<file path="src/rtl/core/abd_pkg.sv">
`timescale 1ns / 1ps
`default_nettype none

package abd_pkg;

   localparam int NUM_CLASSES = 80;
   localparam int TABLE_DEPTH = 256;
   localparam int NUM_ANCHORS = 3;

   localparam logic [6:0] CLASS_NONE = 7'd127;
   localparam logic [6:0] CNT_MAX    = 7'd127;

   localparam logic CMD_TABLE = 1'b0;
   localparam logic CMD_CELL  = 1'b1;

   // register indexes
   localparam logic [2:0] REG_CONF_THRESHOLD = 3'd0;
   localparam logic [2:0] REG_GRID_STRIDE    = 3'd1;
   localparam logic [2:0] REG_ANCHOR_W0      = 3'd2;
   localparam logic [2:0] REG_ANCHOR_H0      = 3'd3;
   localparam logic [2:0] REG_ANCHOR_W1      = 3'd4;
   localparam logic [2:0] REG_ANCHOR_H1      = 3'd5;
   localparam logic [2:0] REG_ANCHOR_W2      = 3'd6;
   localparam logic [2:0] REG_ANCHOR_H2      = 3'd7;

   typedef struct packed {
      logic              cmd;
      logic [7:0]        table_index;
      logic [15:0]       table_value;
      logic signed [7:0] channel_value;
      logic              channel_last;
      logic [7:0]        cell_row;
      logic [7:0]        cell_col;
      logic [1:0]        anchor_sel;
   } abd_req_type;

   typedef struct packed {
      logic signed [19:0] box_left;
      logic signed [19:0] box_top;
      logic [16:0]        box_width;
      logic [16:0]        box_height;
      logic signed [7:0]  class_id;
      logic [15:0]        class_score;
   } abd_rsp_type;

   typedef struct packed {
      logic signed [7:0] conf_threshold;
      logic [6:0]        grid_stride;
      logic [2:0][9:0]   anchor_w;
      logic [2:0][9:0]   anchor_h;
   } abd_cfg_type;

   // table read source during the decode sequence
   typedef enum logic [2:0] {
      SRC_W = 3'd0,
      SRC_H = 3'd1,
      SRC_X = 3'd2,
      SRC_Y = 3'd3,
      SRC_S = 3'd4
   } abd_src_type;

   typedef struct packed {
      logic        accept;
      abd_src_type rd_src;
      logic        sqw_en;
      logic        sqh_en;
      logic        qw_en;
      logic        qh_en;
      logic        px_en;
      logic        py_en;
      logic        left_en;
      logic        out_load;
   } abd_cmd_type;

   typedef struct packed {
      logic hit;
      logic out_free;
   } abd_status_type;

endpackage

`default_nettype wire

</file>
<file path="src/rtl/core/abd_ctrl.sv">
`timescale 1ns / 1ps
`default_nettype none

module abd_ctrl (
   input  wire logic                   clock,
   input  wire logic                   reset,
   input  wire logic                   req_valid,
   output logic                        req_stall,
   input  wire abd_pkg::abd_status_type status,
   output abd_pkg::abd_cmd_type        cmd
);
   import abd_pkg::*;

   typedef enum logic [5:0] {
      ST_IDLE = 6'b000001,
      ST_RD_W = 6'b000010,
      ST_RD_H = 6'b000100,
      ST_RD_X = 6'b001000,
      ST_RD_Y = 6'b010000,
      ST_FIN  = 6'b100000
   } abd_state_type;

   abd_state_type state_ff;
   abd_state_type state_in;
   logic          rd_s_ff;   // score read cycle, between RD_Y and FIN
   logic          rd_s_in;

   assign req_stall = (state_ff != ST_IDLE) || rd_s_ff;

   always_comb begin
      state_in = state_ff;
      rd_s_in  = 1'b0;
      case (state_ff)
         ST_IDLE: begin
            if (cmd.accept && status.hit) state_in = ST_RD_W;
         end
         ST_RD_W: state_in = ST_RD_H;
         ST_RD_H: state_in = ST_RD_X;
         ST_RD_X: state_in = ST_RD_Y;
         ST_RD_Y: begin
            state_in = ST_FIN;
            rd_s_in  = 1'b1;
         end
         ST_FIN: begin
            if (!rd_s_ff && status.out_free) state_in = ST_IDLE;
         end
         default: state_in = ST_IDLE;
      endcase
   end

   always_ff @(posedge clock) begin
      if (reset) begin
         state_ff <= ST_IDLE;
         rd_s_ff  <= 1'b0;
      end else begin
         state_ff <= state_in;
         rd_s_ff  <= rd_s_in;
      end
   end

   always_comb begin
      cmd.accept   = req_valid && !req_stall;
      cmd.sqw_en   = (state_ff == ST_RD_H);
      cmd.sqh_en   = (state_ff == ST_RD_X);
      cmd.qw_en    = (state_ff == ST_RD_X);
      cmd.qh_en    = (state_ff == ST_RD_Y);
      cmd.px_en    = (state_ff == ST_RD_Y);
      cmd.py_en    = rd_s_ff;
      cmd.left_en  = rd_s_ff;
      cmd.out_load = (state_ff == ST_FIN) && !rd_s_ff && status.out_free;
      case (state_ff)
         ST_RD_W: cmd.rd_src = SRC_W;
         ST_RD_H: cmd.rd_src = SRC_H;
         ST_RD_X: cmd.rd_src = SRC_X;
         ST_RD_Y: cmd.rd_src = SRC_Y;
         default: cmd.rd_src = SRC_S;
      endcase
   end

   a_seq_len: assert property (@(posedge clock) disable iff (reset)
      state_ff == ST_RD_W |-> ##5 (state_ff == ST_FIN && !rd_s_ff))
      else $error("decode sequence length broken");

   a_load_idle: assert property (@(posedge clock) disable iff (reset)
      cmd.out_load |=> (state_ff == ST_IDLE))
      else $error("no return to idle after result load");

   a_fin_hold: assert property (@(posedge clock) disable iff (reset)
      (state_ff == ST_FIN && !rd_s_ff && !status.out_free) |=> (state_ff == ST_FIN))
      else $error("result dropped while output register busy");

endmodule

`default_nettype wire

</file>
<file path="config.mk">
export PLATFORM = sky130hd
export DESIGN_NAME = abd_ctrl
export DESIGN_NICKNAME = d
export VERILOG_FILES = /design/src/rtl/core/abd_pkg.sv /design/src/rtl/core/abd_ctrl.sv
export SDC_FILE = /design/constraint.sdc
export NUM_CORES = 1
export LEC_CHECK = 0
export ABC_AREA = 1
export BUFFER_PORTS_ARGS = -buffer_cell sky130_fd_sc_hd__buf_2
export CORE_AREA = 4 4 41 43
export DETAILED_ROUTE_END_ITERATION = 12
export DIE_AREA = 0 0 45 47
export PLACE_DENSITY = 0.56
export SETUP_SLACK_MARGIN = 0.02
export SKIP_LAST_GASP = 1
export SLEW_MARGIN = 20
export SYNTH_ARGS = -nofsm -noshare
export SYNTH_HDL_FRONTEND = slang
export SYNTH_SLANG_ARGS = --single-unit
</file>
<file path="constraint.sdc">
create_clock -name clock -period 1.3 [get_ports clock]
set_input_delay 0.065 -clock clock [delete_from_list [all_inputs] [get_ports clock]]
set_output_delay 0.065 -clock clock [all_outputs]
set_load 0.02 [all_outputs]
</file>
* After elaboration in Yosys (flattened, before gate mapping)
Index checks and enable logic that the tools add are counted.
** Word-level totals
- Output and inout port bits :: 13
- Logic and storage cells :: 25
- Register bits :: 7
- Input port bits :: 5
** Operators by class
- Mux-type cells :: 5
- Equal/unequal tests :: 9
- Reduce and logical (&&, ||, !) cells :: 9
** Operators by type and width (count)
- case mux 6 bit (6 select lines) :: 1
- two-way mux 6 bit :: 2
- case mux 3 bit (4 select lines) :: 1
- equality test 6 x 1 -> 1 bit, second input constant :: 1
- equality test 6 x 2 -> 1 bit, second input constant :: 1
- equality test 6 x 3 -> 1 bit, second input constant :: 1
- equality test 6 x 4 -> 1 bit, second input constant :: 1
- equality test 6 x 5 -> 1 bit, second input constant :: 1
- equality test 6 bit, second input constant :: 1
- inequality test 6 x 1 -> 1 bit, second input constant :: 1
- logical AND 1 bit :: 5
- inequality test 2 bit, second input constant :: 2
- zero test 1 bit :: 2
- AND reduction 2 bit :: 1
- logical OR 1 bit :: 1
- two-way mux 1 bit :: 1

* Longest topological paths before layout
- Depth after elaboration :: 7
- Mapped depth :: 8
- Depth with buffers taken out :: 8

* Least setup slack after synthesis
OpenSTA, ideal clock, no wires.
- Path type :: register -> output
- From :: register state_ff[2]
- To :: output port cmd[11] (netlist name)
- Arrival time :: 1146 ps
- Stages on the path, launching flop included :: 6
- Setup slack :: 89 ps
- Cells stage by stage :: dfxtp_1 -> nor2_4 -> nand2_2 -> nor2_4 -> nand2_1 -> nor2_1
** RTL lines
- start, declared :: RTL line abd_ctrl.sv:23 : abd_state_type state_ff;
- start signal, assigned :: RTL line abd_ctrl.sv:56 : state_ff <= state_in;
- end, declared :: RTL line abd_ctrl.sv:10 : output abd_pkg::abd_cmd_type cmd

==> metrics.txt <==
Clock Root Buffer clkbuf_4; worst clock skew on the final layout 0.004450 ns; total grt overflow 0; min setup slack post-route -0.01775 ns; final net count 88; boundary pin count 18; worst voltage drop across the vdd grid 0.6416 mV; synthesis-to-finish area growth 29.14%; violation count after the first detailed-routing iteration 4; crit path buf inv count 1; kind of end point of the critical path output pin; H-tree level count 1; post-synthesis instance area between 400 and 500 um^2; synthesized instance count 66; Net Switching 0.0002550 W; vertical die dimension ~47 um; total routing resource utilization after global routing 0.09422; cell area after layout 565.5 um^2; clock tree buffer depth 2; clock period minus final worst setup slack around 1.3 ns; number of clock buffers inserted by TritonCTS 3; pin count of the biggest net entering global routing 7; Net Sw Frac 0.3646; Critical Path Source Type flop; max-cap check violation count 0; routed via count 437; wire length of the first global-routing pass 1.352 mm; number of different library cells in the post-synthesis netlist 14; static leakage ~0.35 nW; slew at the pin with the worst max-slew slack 0.2861 ns; I/O Buffers 17; average wire length per cell after detail routing 9.670 um; fraction of power consumed by combinational cells 0.355; Critical Path AT approximately 1.3 ns; relative max-transition margin 0.8076; result of the run finished, violations left; placer congestion estimate 0.8146; list of cells traversed by the critical path nor2_4 -> nand2_2 -> nor2_4 -> nand2_2 -> nor2_1 -> buf_4; CTS Sinks 7; final core occ 0.4346; vias in the first global route 336; area post-placement just under 500 um^2; TritonRoute pass-1 iters 4; row cnt 13; most frequent cells in the layout inv_1, nor2_1, buf_2; final hold vios 0; Die X-Extent 45 um; Worst Hold Class in2reg; clock transition at the registers of the reported paths 0.06 ns; syn nets 71; power per standard cell area 1237 nW/um^2; Starting Density 0.3365; flip-flop and latch count after synthesis 7; core outline area 1301 um^2; largest driver fanout on the critical path 4; failing checks setup timing; count of endpoints failing setup in the final report 1; total number of yosys warnings 0; aggregate negative setup slack -0.01775 ns; floorplan die area 2115 um^2; antenna violations before repair 0; average cell area after synthesis 6.635 um^2; CTS tree done; DRC violation count after routing 0; register share of total power 0.363; detailed placer's ending HPWL 729.6 um; fraction of final layout cells sized beyond drive strength 1 0.4878; peak clock frequency supported by timing 0.7589 GHz; final period utilization 1.014; largest delay contributor family on the critical path simple AND/OR/NAND/NOR gates; setup repair after global routing missed its margin true; most frequent standard cell in the layout excluding fill and tap cells inv_1; part of the Yosys area used for sequential elements 0.3200; pins over their slew limit 0; Max stage delay cell, worst path dfxtp_2; post-detailed-route count of antenna-violating nets 0; detailed-route vias per instance 4.505; worst setup path class reg2out; CP peak stage delay 0.33 ns; data required time of the worst path 1.24 ns; internal power between 0.0004 and 0.0005 W; Clock Latency Late Sink 0.25 ns; antenna fix cells 0; total length of routed wires around 940 um; clock share of power 0.282
[per-layer routing]
layer,share of wire,vias up,GRT usage,routed length [um]
met5,0,-,0,0
met4,0.011,0,0.03509,10
met3,0.076,2,0.07280,71
met2,0.51,11,0.1525,480
met1,0.40,203,0.09153,376
li1,-,221,-,-
[sequential cells by signal, summed over array words and instances, names as in the netlist]
signal	cells
rd_s_ff	1
state_ff	6
[final timing paths]
| path | end | start | depth (start not counted) | slack [ns] |
|---|---|---|---|---|
| worst max-delay path | cmd[11] | state_ff[2]$_SDFFE_PP0P_ | 6 | -0.02 |
| worst min-delay path | state_ff[5]$_SDFFE_PP0P_ | reset | 2 | 0.04 |
| worst max register to register | state_ff[0]$_SDFFE_PP1P_ | state_ff[2]$_SDFFE_PP0P_ | 7 | 0.18 |
| worst min register to register | state_ff[2]$_SDFFE_PP0P_ | state_ff[0]$_SDFFE_PP1P_ | 3 | 0.59 |
[synth_stat cells]
master,number,area share
a21oi_1,1,0.011
buf_4,6,0.10
dfxtp_1,7,0.32
inv_1,14,0.12
inv_2,1,0.0086
nand2_1,10,0.086
nand2_2,3,0.043
nand3_1,4,0.046
nand3_2,1,0.023
nand4_1,1,0.014
nor2_1,12,0.10
nor2_2,2,0.029
nor2_4,3,0.077
o31ai_1,1,0.017
[worst reg2reg max path, cell delays in order (launching register included)]
cell     delay (ns)
dfxtp_2        0.33
nor2_4         0.15
buf_4          0.13
nand4_1        0.16
nand2_2        0.10
inv_1          0.04
nand2_1        0.04
nand2_1        0.04
[timing repair]
item,in CTS,in global routing
setup buffers,1,0
pin swaps,3,2
gates resized for setup,5,10
hold buffers,0,0
endpoints found under the setup margin,3,11
[power by group through the flow]
stage / Combinational, W / Clock (W) / Sequential [W]
final: 0.000248 / 0.000197 / 0.000254
after floorplan: 0.000177 / 0 / 0.000256
after global placement: 0.000229 / 0 / 0.000258
after global routing: 0.000279 / 0.000220 / 0.000256
after CTS: 0.000238 / 0.000206 / 0.000254
after detailed placement: 0.000231 / 0 / 0.000259
[per-stage QoR]
stage | total power [W] | hold WS, ns | cells | worst slack (ns)
finish | 0.0006995 | 0.03732 | 97 | -0.01775
global route | 0.0007551 | 0.03147 | 97 | -0.1220
CTS | 0.0006983 | 0.03462 | 97 | -0.01155
detailed placement | 0.0004897 | 0.3184 | 92 | 0.2260
global placement | 0.0004865 | 0.3234 | 92 | 0.2415
floorplan | 0.0004335 | 0.1341 | 66 | 0.08944
[final cells by class]
cell class / instances / area, um^2
fill: 146 / 735.7
multi-input combinational: 38 / 209.0
sequential: 7 / 148.9
timing repair buffer: 18 / 105.1
inverter: 15 / 56.30
clock buffer: 3 / 22.52
tap: 15 / 18.77
clock inverter: 1 / 5.005
[kinds of logic after synthesis]
kind of cell,count (synthesis),share of synthesized area
AOI/OAI and AO/OA,2,0.02857
buffers and inverters,21,0.2314
DFF,7,0.3200
and+or+nand+nor,36,0.4200
Note: power is estimated with default switching activity, not from simulation.
