[src/rtl/core/abd_pkg.sv]
`timescale 1ns / 1ps
`default_nettype none

package abd_pkg;

   localparam int NUM_CLASSES = 80;
   localparam int TABLE_DEPTH = 256;
   localparam int NUM_ANCHORS = 3;

   localparam logic [6:0] CLASS_NONE = 7'd127;
   localparam logic [6:0] CNT_MAX    = 7'd127;

   localparam logic CMD_TABLE = 1'b0;
   localparam logic CMD_CELL  = 1'b1;

   // register indexes
   localparam logic [2:0] REG_CONF_THRESHOLD = 3'd0;
   localparam logic [2:0] REG_GRID_STRIDE    = 3'd1;
   localparam logic [2:0] REG_ANCHOR_W0      = 3'd2;
   localparam logic [2:0] REG_ANCHOR_H0      = 3'd3;
   localparam logic [2:0] REG_ANCHOR_W1      = 3'd4;
   localparam logic [2:0] REG_ANCHOR_H1      = 3'd5;
   localparam logic [2:0] REG_ANCHOR_W2      = 3'd6;
   localparam logic [2:0] REG_ANCHOR_H2      = 3'd7;

   typedef struct packed {
      logic              cmd;
      logic [7:0]        table_index;
      logic [15:0]       table_value;
      logic signed [7:0] channel_value;
      logic              channel_last;
      logic [7:0]        cell_row;
      logic [7:0]        cell_col;
      logic [1:0]        anchor_sel;
   } abd_req_type;

   typedef struct packed {
      logic signed [19:0] box_left;
      logic signed [19:0] box_top;
      logic [16:0]        box_width;
      logic [16:0]        box_height;
      logic signed [7:0]  class_id;
      logic [15:0]        class_score;
   } abd_rsp_type;

   typedef struct packed {
      logic signed [7:0] conf_threshold;
      logic [6:0]        grid_stride;
      logic [2:0][9:0]   anchor_w;
      logic [2:0][9:0]   anchor_h;
   } abd_cfg_type;

   // table read source during the decode sequence
   typedef enum logic [2:0] {
      SRC_W = 3'd0,
      SRC_H = 3'd1,
      SRC_X = 3'd2,
      SRC_Y = 3'd3,
      SRC_S = 3'd4
   } abd_src_type;

   typedef struct packed {
      logic        accept;
      abd_src_type rd_src;
      logic        sqw_en;
      logic        sqh_en;
      logic        qw_en;
      logic        qh_en;
      logic        px_en;
      logic        py_en;
      logic        left_en;
      logic        out_load;
   } abd_cmd_type;

   typedef struct packed {
      logic hit;
      logic out_free;
   } abd_status_type;

endpackage

`default_nettype wire

[src/rtl/core/abd_csr.sv]
`timescale 1ns / 1ps
`default_nettype none

module abd_csr (
   input  wire logic                clock,
   input  wire logic                reset,
   input  wire logic                csr_psel,
   input  wire logic                csr_penable,
   input  wire logic                csr_pwrite,
   input  wire logic [4:0]          csr_paddr,
   input  wire logic [31:0]         csr_pwdata,
   output logic [31:0]              csr_prdata,
   output logic                     csr_pready,
   output abd_pkg::abd_cfg_type     cfg
);
   import abd_pkg::*;

   abd_cfg_type cfg_ff;
   abd_cfg_type cfg_in;
   logic        wr_en;
   logic [2:0]  reg_idx;

   assign reg_idx    = csr_paddr[4:2];
   assign wr_en      = csr_psel && csr_penable && csr_pwrite && csr_pready;
   assign csr_pready = 1'b1;
   assign cfg        = cfg_ff;

   always_comb begin
      cfg_in = cfg_ff;
      if (wr_en) begin
         case (reg_idx)
            REG_CONF_THRESHOLD: cfg_in.conf_threshold = signed'(csr_pwdata[7:0]);
            REG_GRID_STRIDE:    cfg_in.grid_stride    = csr_pwdata[6:0];
            REG_ANCHOR_W0:      cfg_in.anchor_w[0]    = csr_pwdata[9:0];
            REG_ANCHOR_H0:      cfg_in.anchor_h[0]    = csr_pwdata[9:0];
            REG_ANCHOR_W1:      cfg_in.anchor_w[1]    = csr_pwdata[9:0];
            REG_ANCHOR_H1:      cfg_in.anchor_h[1]    = csr_pwdata[9:0];
            REG_ANCHOR_W2:      cfg_in.anchor_w[2]    = csr_pwdata[9:0];
            REG_ANCHOR_H2:      cfg_in.anchor_h[2]    = csr_pwdata[9:0];
            default:            cfg_in = cfg_ff;
         endcase
      end
   end

   always_ff @(posedge clock) begin
      if (reset) begin
         cfg_ff.conf_threshold <= 8'sd0;
         cfg_ff.grid_stride    <= 7'd8;
         cfg_ff.anchor_w[0]    <= 10'd10;
         cfg_ff.anchor_h[0]    <= 10'd13;
         cfg_ff.anchor_w[1]    <= 10'd16;
         cfg_ff.anchor_h[1]    <= 10'd30;
         cfg_ff.anchor_w[2]    <= 10'd33;
         cfg_ff.anchor_h[2]    <= 10'd23;
      end else begin
         cfg_ff <= cfg_in;
      end
   end

   always_comb begin
      case (reg_idx)
         REG_CONF_THRESHOLD: csr_prdata = {24'd0, cfg_ff.conf_threshold};
         REG_GRID_STRIDE:    csr_prdata = {25'd0, cfg_ff.grid_stride};
         REG_ANCHOR_W0:      csr_prdata = {22'd0, cfg_ff.anchor_w[0]};
         REG_ANCHOR_H0:      csr_prdata = {22'd0, cfg_ff.anchor_h[0]};
         REG_ANCHOR_W1:      csr_prdata = {22'd0, cfg_ff.anchor_w[1]};
         REG_ANCHOR_H1:      csr_prdata = {22'd0, cfg_ff.anchor_h[1]};
         REG_ANCHOR_W2:      csr_prdata = {22'd0, cfg_ff.anchor_w[2]};
         REG_ANCHOR_H2:      csr_prdata = {22'd0, cfg_ff.anchor_h[2]};
         default:            csr_prdata = 32'd0;
      endcase
   end

endmodule

`default_nettype wire

[config.mk]
export PLATFORM = sky130hd
export DESIGN_NAME = abd_csr
export DESIGN_NICKNAME = d
export VERILOG_FILES = /design/src/rtl/core/abd_pkg.sv /design/src/rtl/core/abd_csr.sv
export SDC_FILE = /design/constraint.sdc
export NUM_CORES = 1
export LEC_CHECK = 0
export CORE_MARGIN = 4
export CORE_UTILIZATION = 55
export DETAILED_ROUTE_END_ITERATION = 12
export DONT_BUFFER_PORTS = 1
export GPL_TIMING_DRIVEN = 0
export PLACE_DENSITY = 0.84
export SKIP_LAST_GASP = 1
export SYNTH_ARGS = -nofsm -noshare
export SYNTH_HDL_FRONTEND = slang
export SYNTH_SLANG_ARGS = --single-unit
[constraint.sdc]
create_clock -name clock -period 1.8 [get_ports clock]
set_clock_uncertainty 0.2 [all_clocks]
set_input_delay 0.36 -clock clock [delete_from_list [all_inputs] [get_ports clock]]
set_output_delay 0.36 -clock clock [all_outputs]
set_load 0.02 [all_outputs]
**Word level (Yosys, flattened, before mapping)**

Index checks and enable logic that the tools add are counted.

- Word-level logic and storage cells: 27
- Bits in registers: 75

- Reduce and logical (&&, ||, !) cells: 11
- Eq/ne operators: 7
- Muxes and demuxes: 1

Operator list:

| kind | number |
|---|---|
| $pmux 32 s8 | 1 |
| $reduce_and 2->1 | 8 |
| $eq 3x3->1 const B | 4 |
| $eq 3x2->1 const B | 2 |
| $eq 3x1->1 const B | 1 |
| $logic_not 3->1 | 1 |
| $logic_and 1x1->1 | 2 |

**Logic depth before layout (Yosys ltp)**

- Depth in word-level cells: 3
- Mapped depth: 7
- Gate-level depth less buffers: 4

**Worst setup path after synthesis**

No wires, ideal clock.

- Path kind: input-to-output
- From: in csr_paddr[3]
- To: out csr_prdata[1]
- Setup slack: -0.224 ns
- Stages: 6
- Buffers on the path: 2
- Arrival: 1.464 ns
- Path through: buf_4 -> nor2b_4 -> buf_2 -> a221oi_1 -> a221oi_1 -> nor2_1

- Cells in the longest elaborated chain, start to end: 2
- Elaborated cells between the ends (all ways): 9
- Those cells by class: eq/ne: 7; mux: 1; reduce/logical: 1

RTL lines:

| element | RTL line | RTL |
|---|---|---|
| start, declared | abd_csr.sv:10 | `input wire logic [4:0] csr_paddr,` |
| $eq 3x3->1, or another cell as far along | abd_csr.sv:61 | `case (reg_idx)` |
| $pmux 32 s8 * | abd_csr.sv:61 |  |
| end, declared | abd_csr.sv:12 | `output logic [31:0] csr_prdata,` |

Every way passes the cells marked *; elsewhere a longest branch is shown, timed or not. The select of a mux whose other input is x is not followed.

**Final worst setup path**

- From: reg cfg_ff, in the netlist cfg[24]
- To: out csr_prdata[4]

- Cells in the longest elaborated chain, start to end: 1

RTL lines:

| element | RTL line | RTL |
|---|---|---|
| start, declared | abd_csr.sv:18 | `abd_cfg_type cfg_ff;` |
| start signal, assigned | abd_csr.sv:56 | `cfg_ff <= cfg_in;` |
| $pmux 32 s8 | abd_csr.sv:61 |  |

Every way passes these cells. The select of a mux whose other input is x is not followed.

==> reports/metrics.cfg <==
[status]
status = finished, violations left
violations = setup timing

[place]
portBuffers = 0
gp_congestion = 0.8968
dp_hpwl_mm = 8.323
dp_slack_ps = -277.0

[critical_path]
cp_max_fo = 3
worst-setup-path-type = reg -> out
crit_slowest_cell = dfxtp_4
critPathLaunchType = register
r2r_slack_ps = 670
crit_required_ps = 1240
cpPeakStageDelay_ps = 370
cp-end-kind = primary output
r2r_end = cfg[63]$_SDFFE_PP1P_
reg2reg_depth = 2
rr_startpoint = cfg[63]$_SDFFE_PP1P_
path_cells = mux2_2 > a22o_1 > a221oi_2 > nor2_2
cp-startpoint = cfg[24]$_SDFFE_PP1P_
cp_data_arrival_time_ps = 1680

[final_layout]
seqCellArea_um2 = 1573
drive_gt1_frac = 0.3018
final_nets = 526
synthToLayoutAreaGrowth_pct = 20.28
multi_input_area_um2 = 2012
nFillCells = 513
final_util = 0.6879
final_cell_mix = nand2_1 (77), a21oi_1 (45), o21ai_0 (39)
largest_reg_flops = 75
final_common_cell = nand2_1
diodes = 0

[power]
ir_drop_mv = 0.6046
power_density_nw_per_um2 = 778.3
leakagePower_nw = 1.684
total_power_mw = 3.419

[routing]
drt_iter0_markers = 470
dr.pass1.iters = 5
viasPerCell = 6.144
totalWireLength_mm = 11.94
drtAntennaViolNets = 0
vias = 3465
drc = 0
post_drt_wl_per_cell_um = 21.17

[cts]
cts_made_buffers = 9
cts_max_level = 3
clkTransAtPathRegs_ps = 70
cts_tree = done
clkSinkCount = 75
clk-insertion-delay-late_ps = 350
cts_root_buffer = clkbuf_8
clk_path_buf_depth = 2

[flow_run]
cap_violations = 0

[floorplan]
die_h_um = 89.49
ios = 150
fp-row-count = 29
dieArea_um2 = 8008
initial_core_util = 0.5719
coreArea_um2 = 6386
die_w_um = 89.49

[global_routing]
groute.usage.overall = 0.2977
antenna_found_initial = 0
grt_max_degree = 12
overflow = 0
grt_pass1_vias = 3246
grt_pass1_wl_mm = 17.53

[timing]
worst_pin_slew_ps = 647.5
hold_viol = 0
fin_ws_ps = -436.4
slew_headroom = 0.5683
setup_viol = 10
min_period_ps = 2236
maxSlewViolCount = 0
finalCritPeriodShare = 1.242
max_freq_mhz = 447.2
holdWs_ps = 172.0
setup-tns-final_ps = -3044
rsz0062_at_grt = yes

[hold_path]
worstHoldPathType = in -> reg
hp-start = csr_paddr[2]
min_to = cfg[62]$_SDFFE_PP0P_
holdPathStages = 4

[synth]
yosys_warnings = 0
synth_seq_cells = 75
synth_top_area_share = 0.4111
ys_types = 37
postSynthAreaPerCell_um2 = 8.207
ys_seq_area_frac = 0.4111
yosysTopAreaCell = dfxtp_1
synth.area.top_cells = dfxtp_1 (41%), nand2_1 (7.9%), mux2i_1 (7.1%)
synthCells = 445
syn_area_um2 = 3652

==> worst max-delay path, delay by kind of cell (launching register included) <==
family | cells | cell delay [ps]
flip-flops | 1 | 370
multiplexers | 1 | 270
AND/OR/NAND/NOR | 1 | 140
AO/OA/AOI/OAI | 2 | 540
==> power by group <==
group | leakage [nW] | total, mW | internal [mW] | switching (mW)
clock | 0.0950 | 1.27 | 0.659 | 0.613
sequential | 0.617 | 1.69 | 1.66 | 0.0320
combinational | 0.972 | 0.454 | 0.164 | 0.290
total | 1.68 | 3.42 | 2.48 | 0.935
==> layer usage <==
metal / vias up / GRT usage / share of wire
li1: 1551 / - / -
met1: 1616 / 0.3654 / 0.36
met2: 251 / 0.4561 / 0.46
met3: 47 / 0.1309 / 0.14
met4: 0 / 0.1231 / 0.038
met5: - / 0 / 0
==> timing repair <==
action                                  4_1_cts  5_1_grt
gates resized for setup                      52       20
endpoints found under the setup margin       10       10
buffers inserted                              0        3
hold buffers                                  3        0
hold endpoints to repair                     19        0
cloned                                        0        1
pin swaps                                    15        7
==> logic make-up (layout without fill, tap and decap cells) <==
| kind of cell | count (synthesis) | in the layout | synth area share |
|---|---|---|---|
| other | 2 | 23 | 0.002056 |
| and+or+nand+nor | 147 | 147 | 0.1949 |
| DFF | 75 | 75 | 0.4111 |
| buffers and inverters | 69 | 90 | 0.1059 |
| AOI/OAI and AO/OA | 117 | 117 | 0.1871 |
| muxes | 35 | 35 | 0.09901 |
==> layout make-up <==
class	instances	area share
Timing Repair Buffer	7	0.01766
Multi-Input combinational cell	322	0.4580
Sequential cell	75	0.3580
Buffer	61	0.09627
Inverter	8	0.006836
Clock inverter	3	0.009114
Clock buffer	11	0.03218
Tap cell	77	0.02193
==> synthesized netlist by cell type (all sizes together) <==
cell type	count
a211o	3
a211oi	1
a21o	1
a21oi	47
a221oi	13
a22o	6
a22oi	1
a311oi	1
buf	36
clkbuf	25
conb	2
dfxtp	75
inv	8
mux2	9
mux2i	26
nand2	77
nand2b	2
nand3	2
nand3b	15
nand4	1
nand4b	1
nor2	41
nor2b	3
nor3	1
o21ai	43
o22a	1
or2	1
or3	3
==> stage by stage <==
step	cells	area, um^2
global placement	543	3969
finish	564	4393
detailed placement	543	3969
global route	564	4393
floorplan	466	3872
CTS	560	4292
==> worst max path at each step <==
stage,endpoint,slack (ps)
after floorplan,csr_prdata[0],-70
after global placement,csr_prdata[8],-250
after detailed placement,csr_prdata[6],-280
after CTS,csr_prdata[4],-430
after global routing,csr_prdata[4],-460
final,csr_prdata[4],-440
Power figures use the tool's default switching activity.
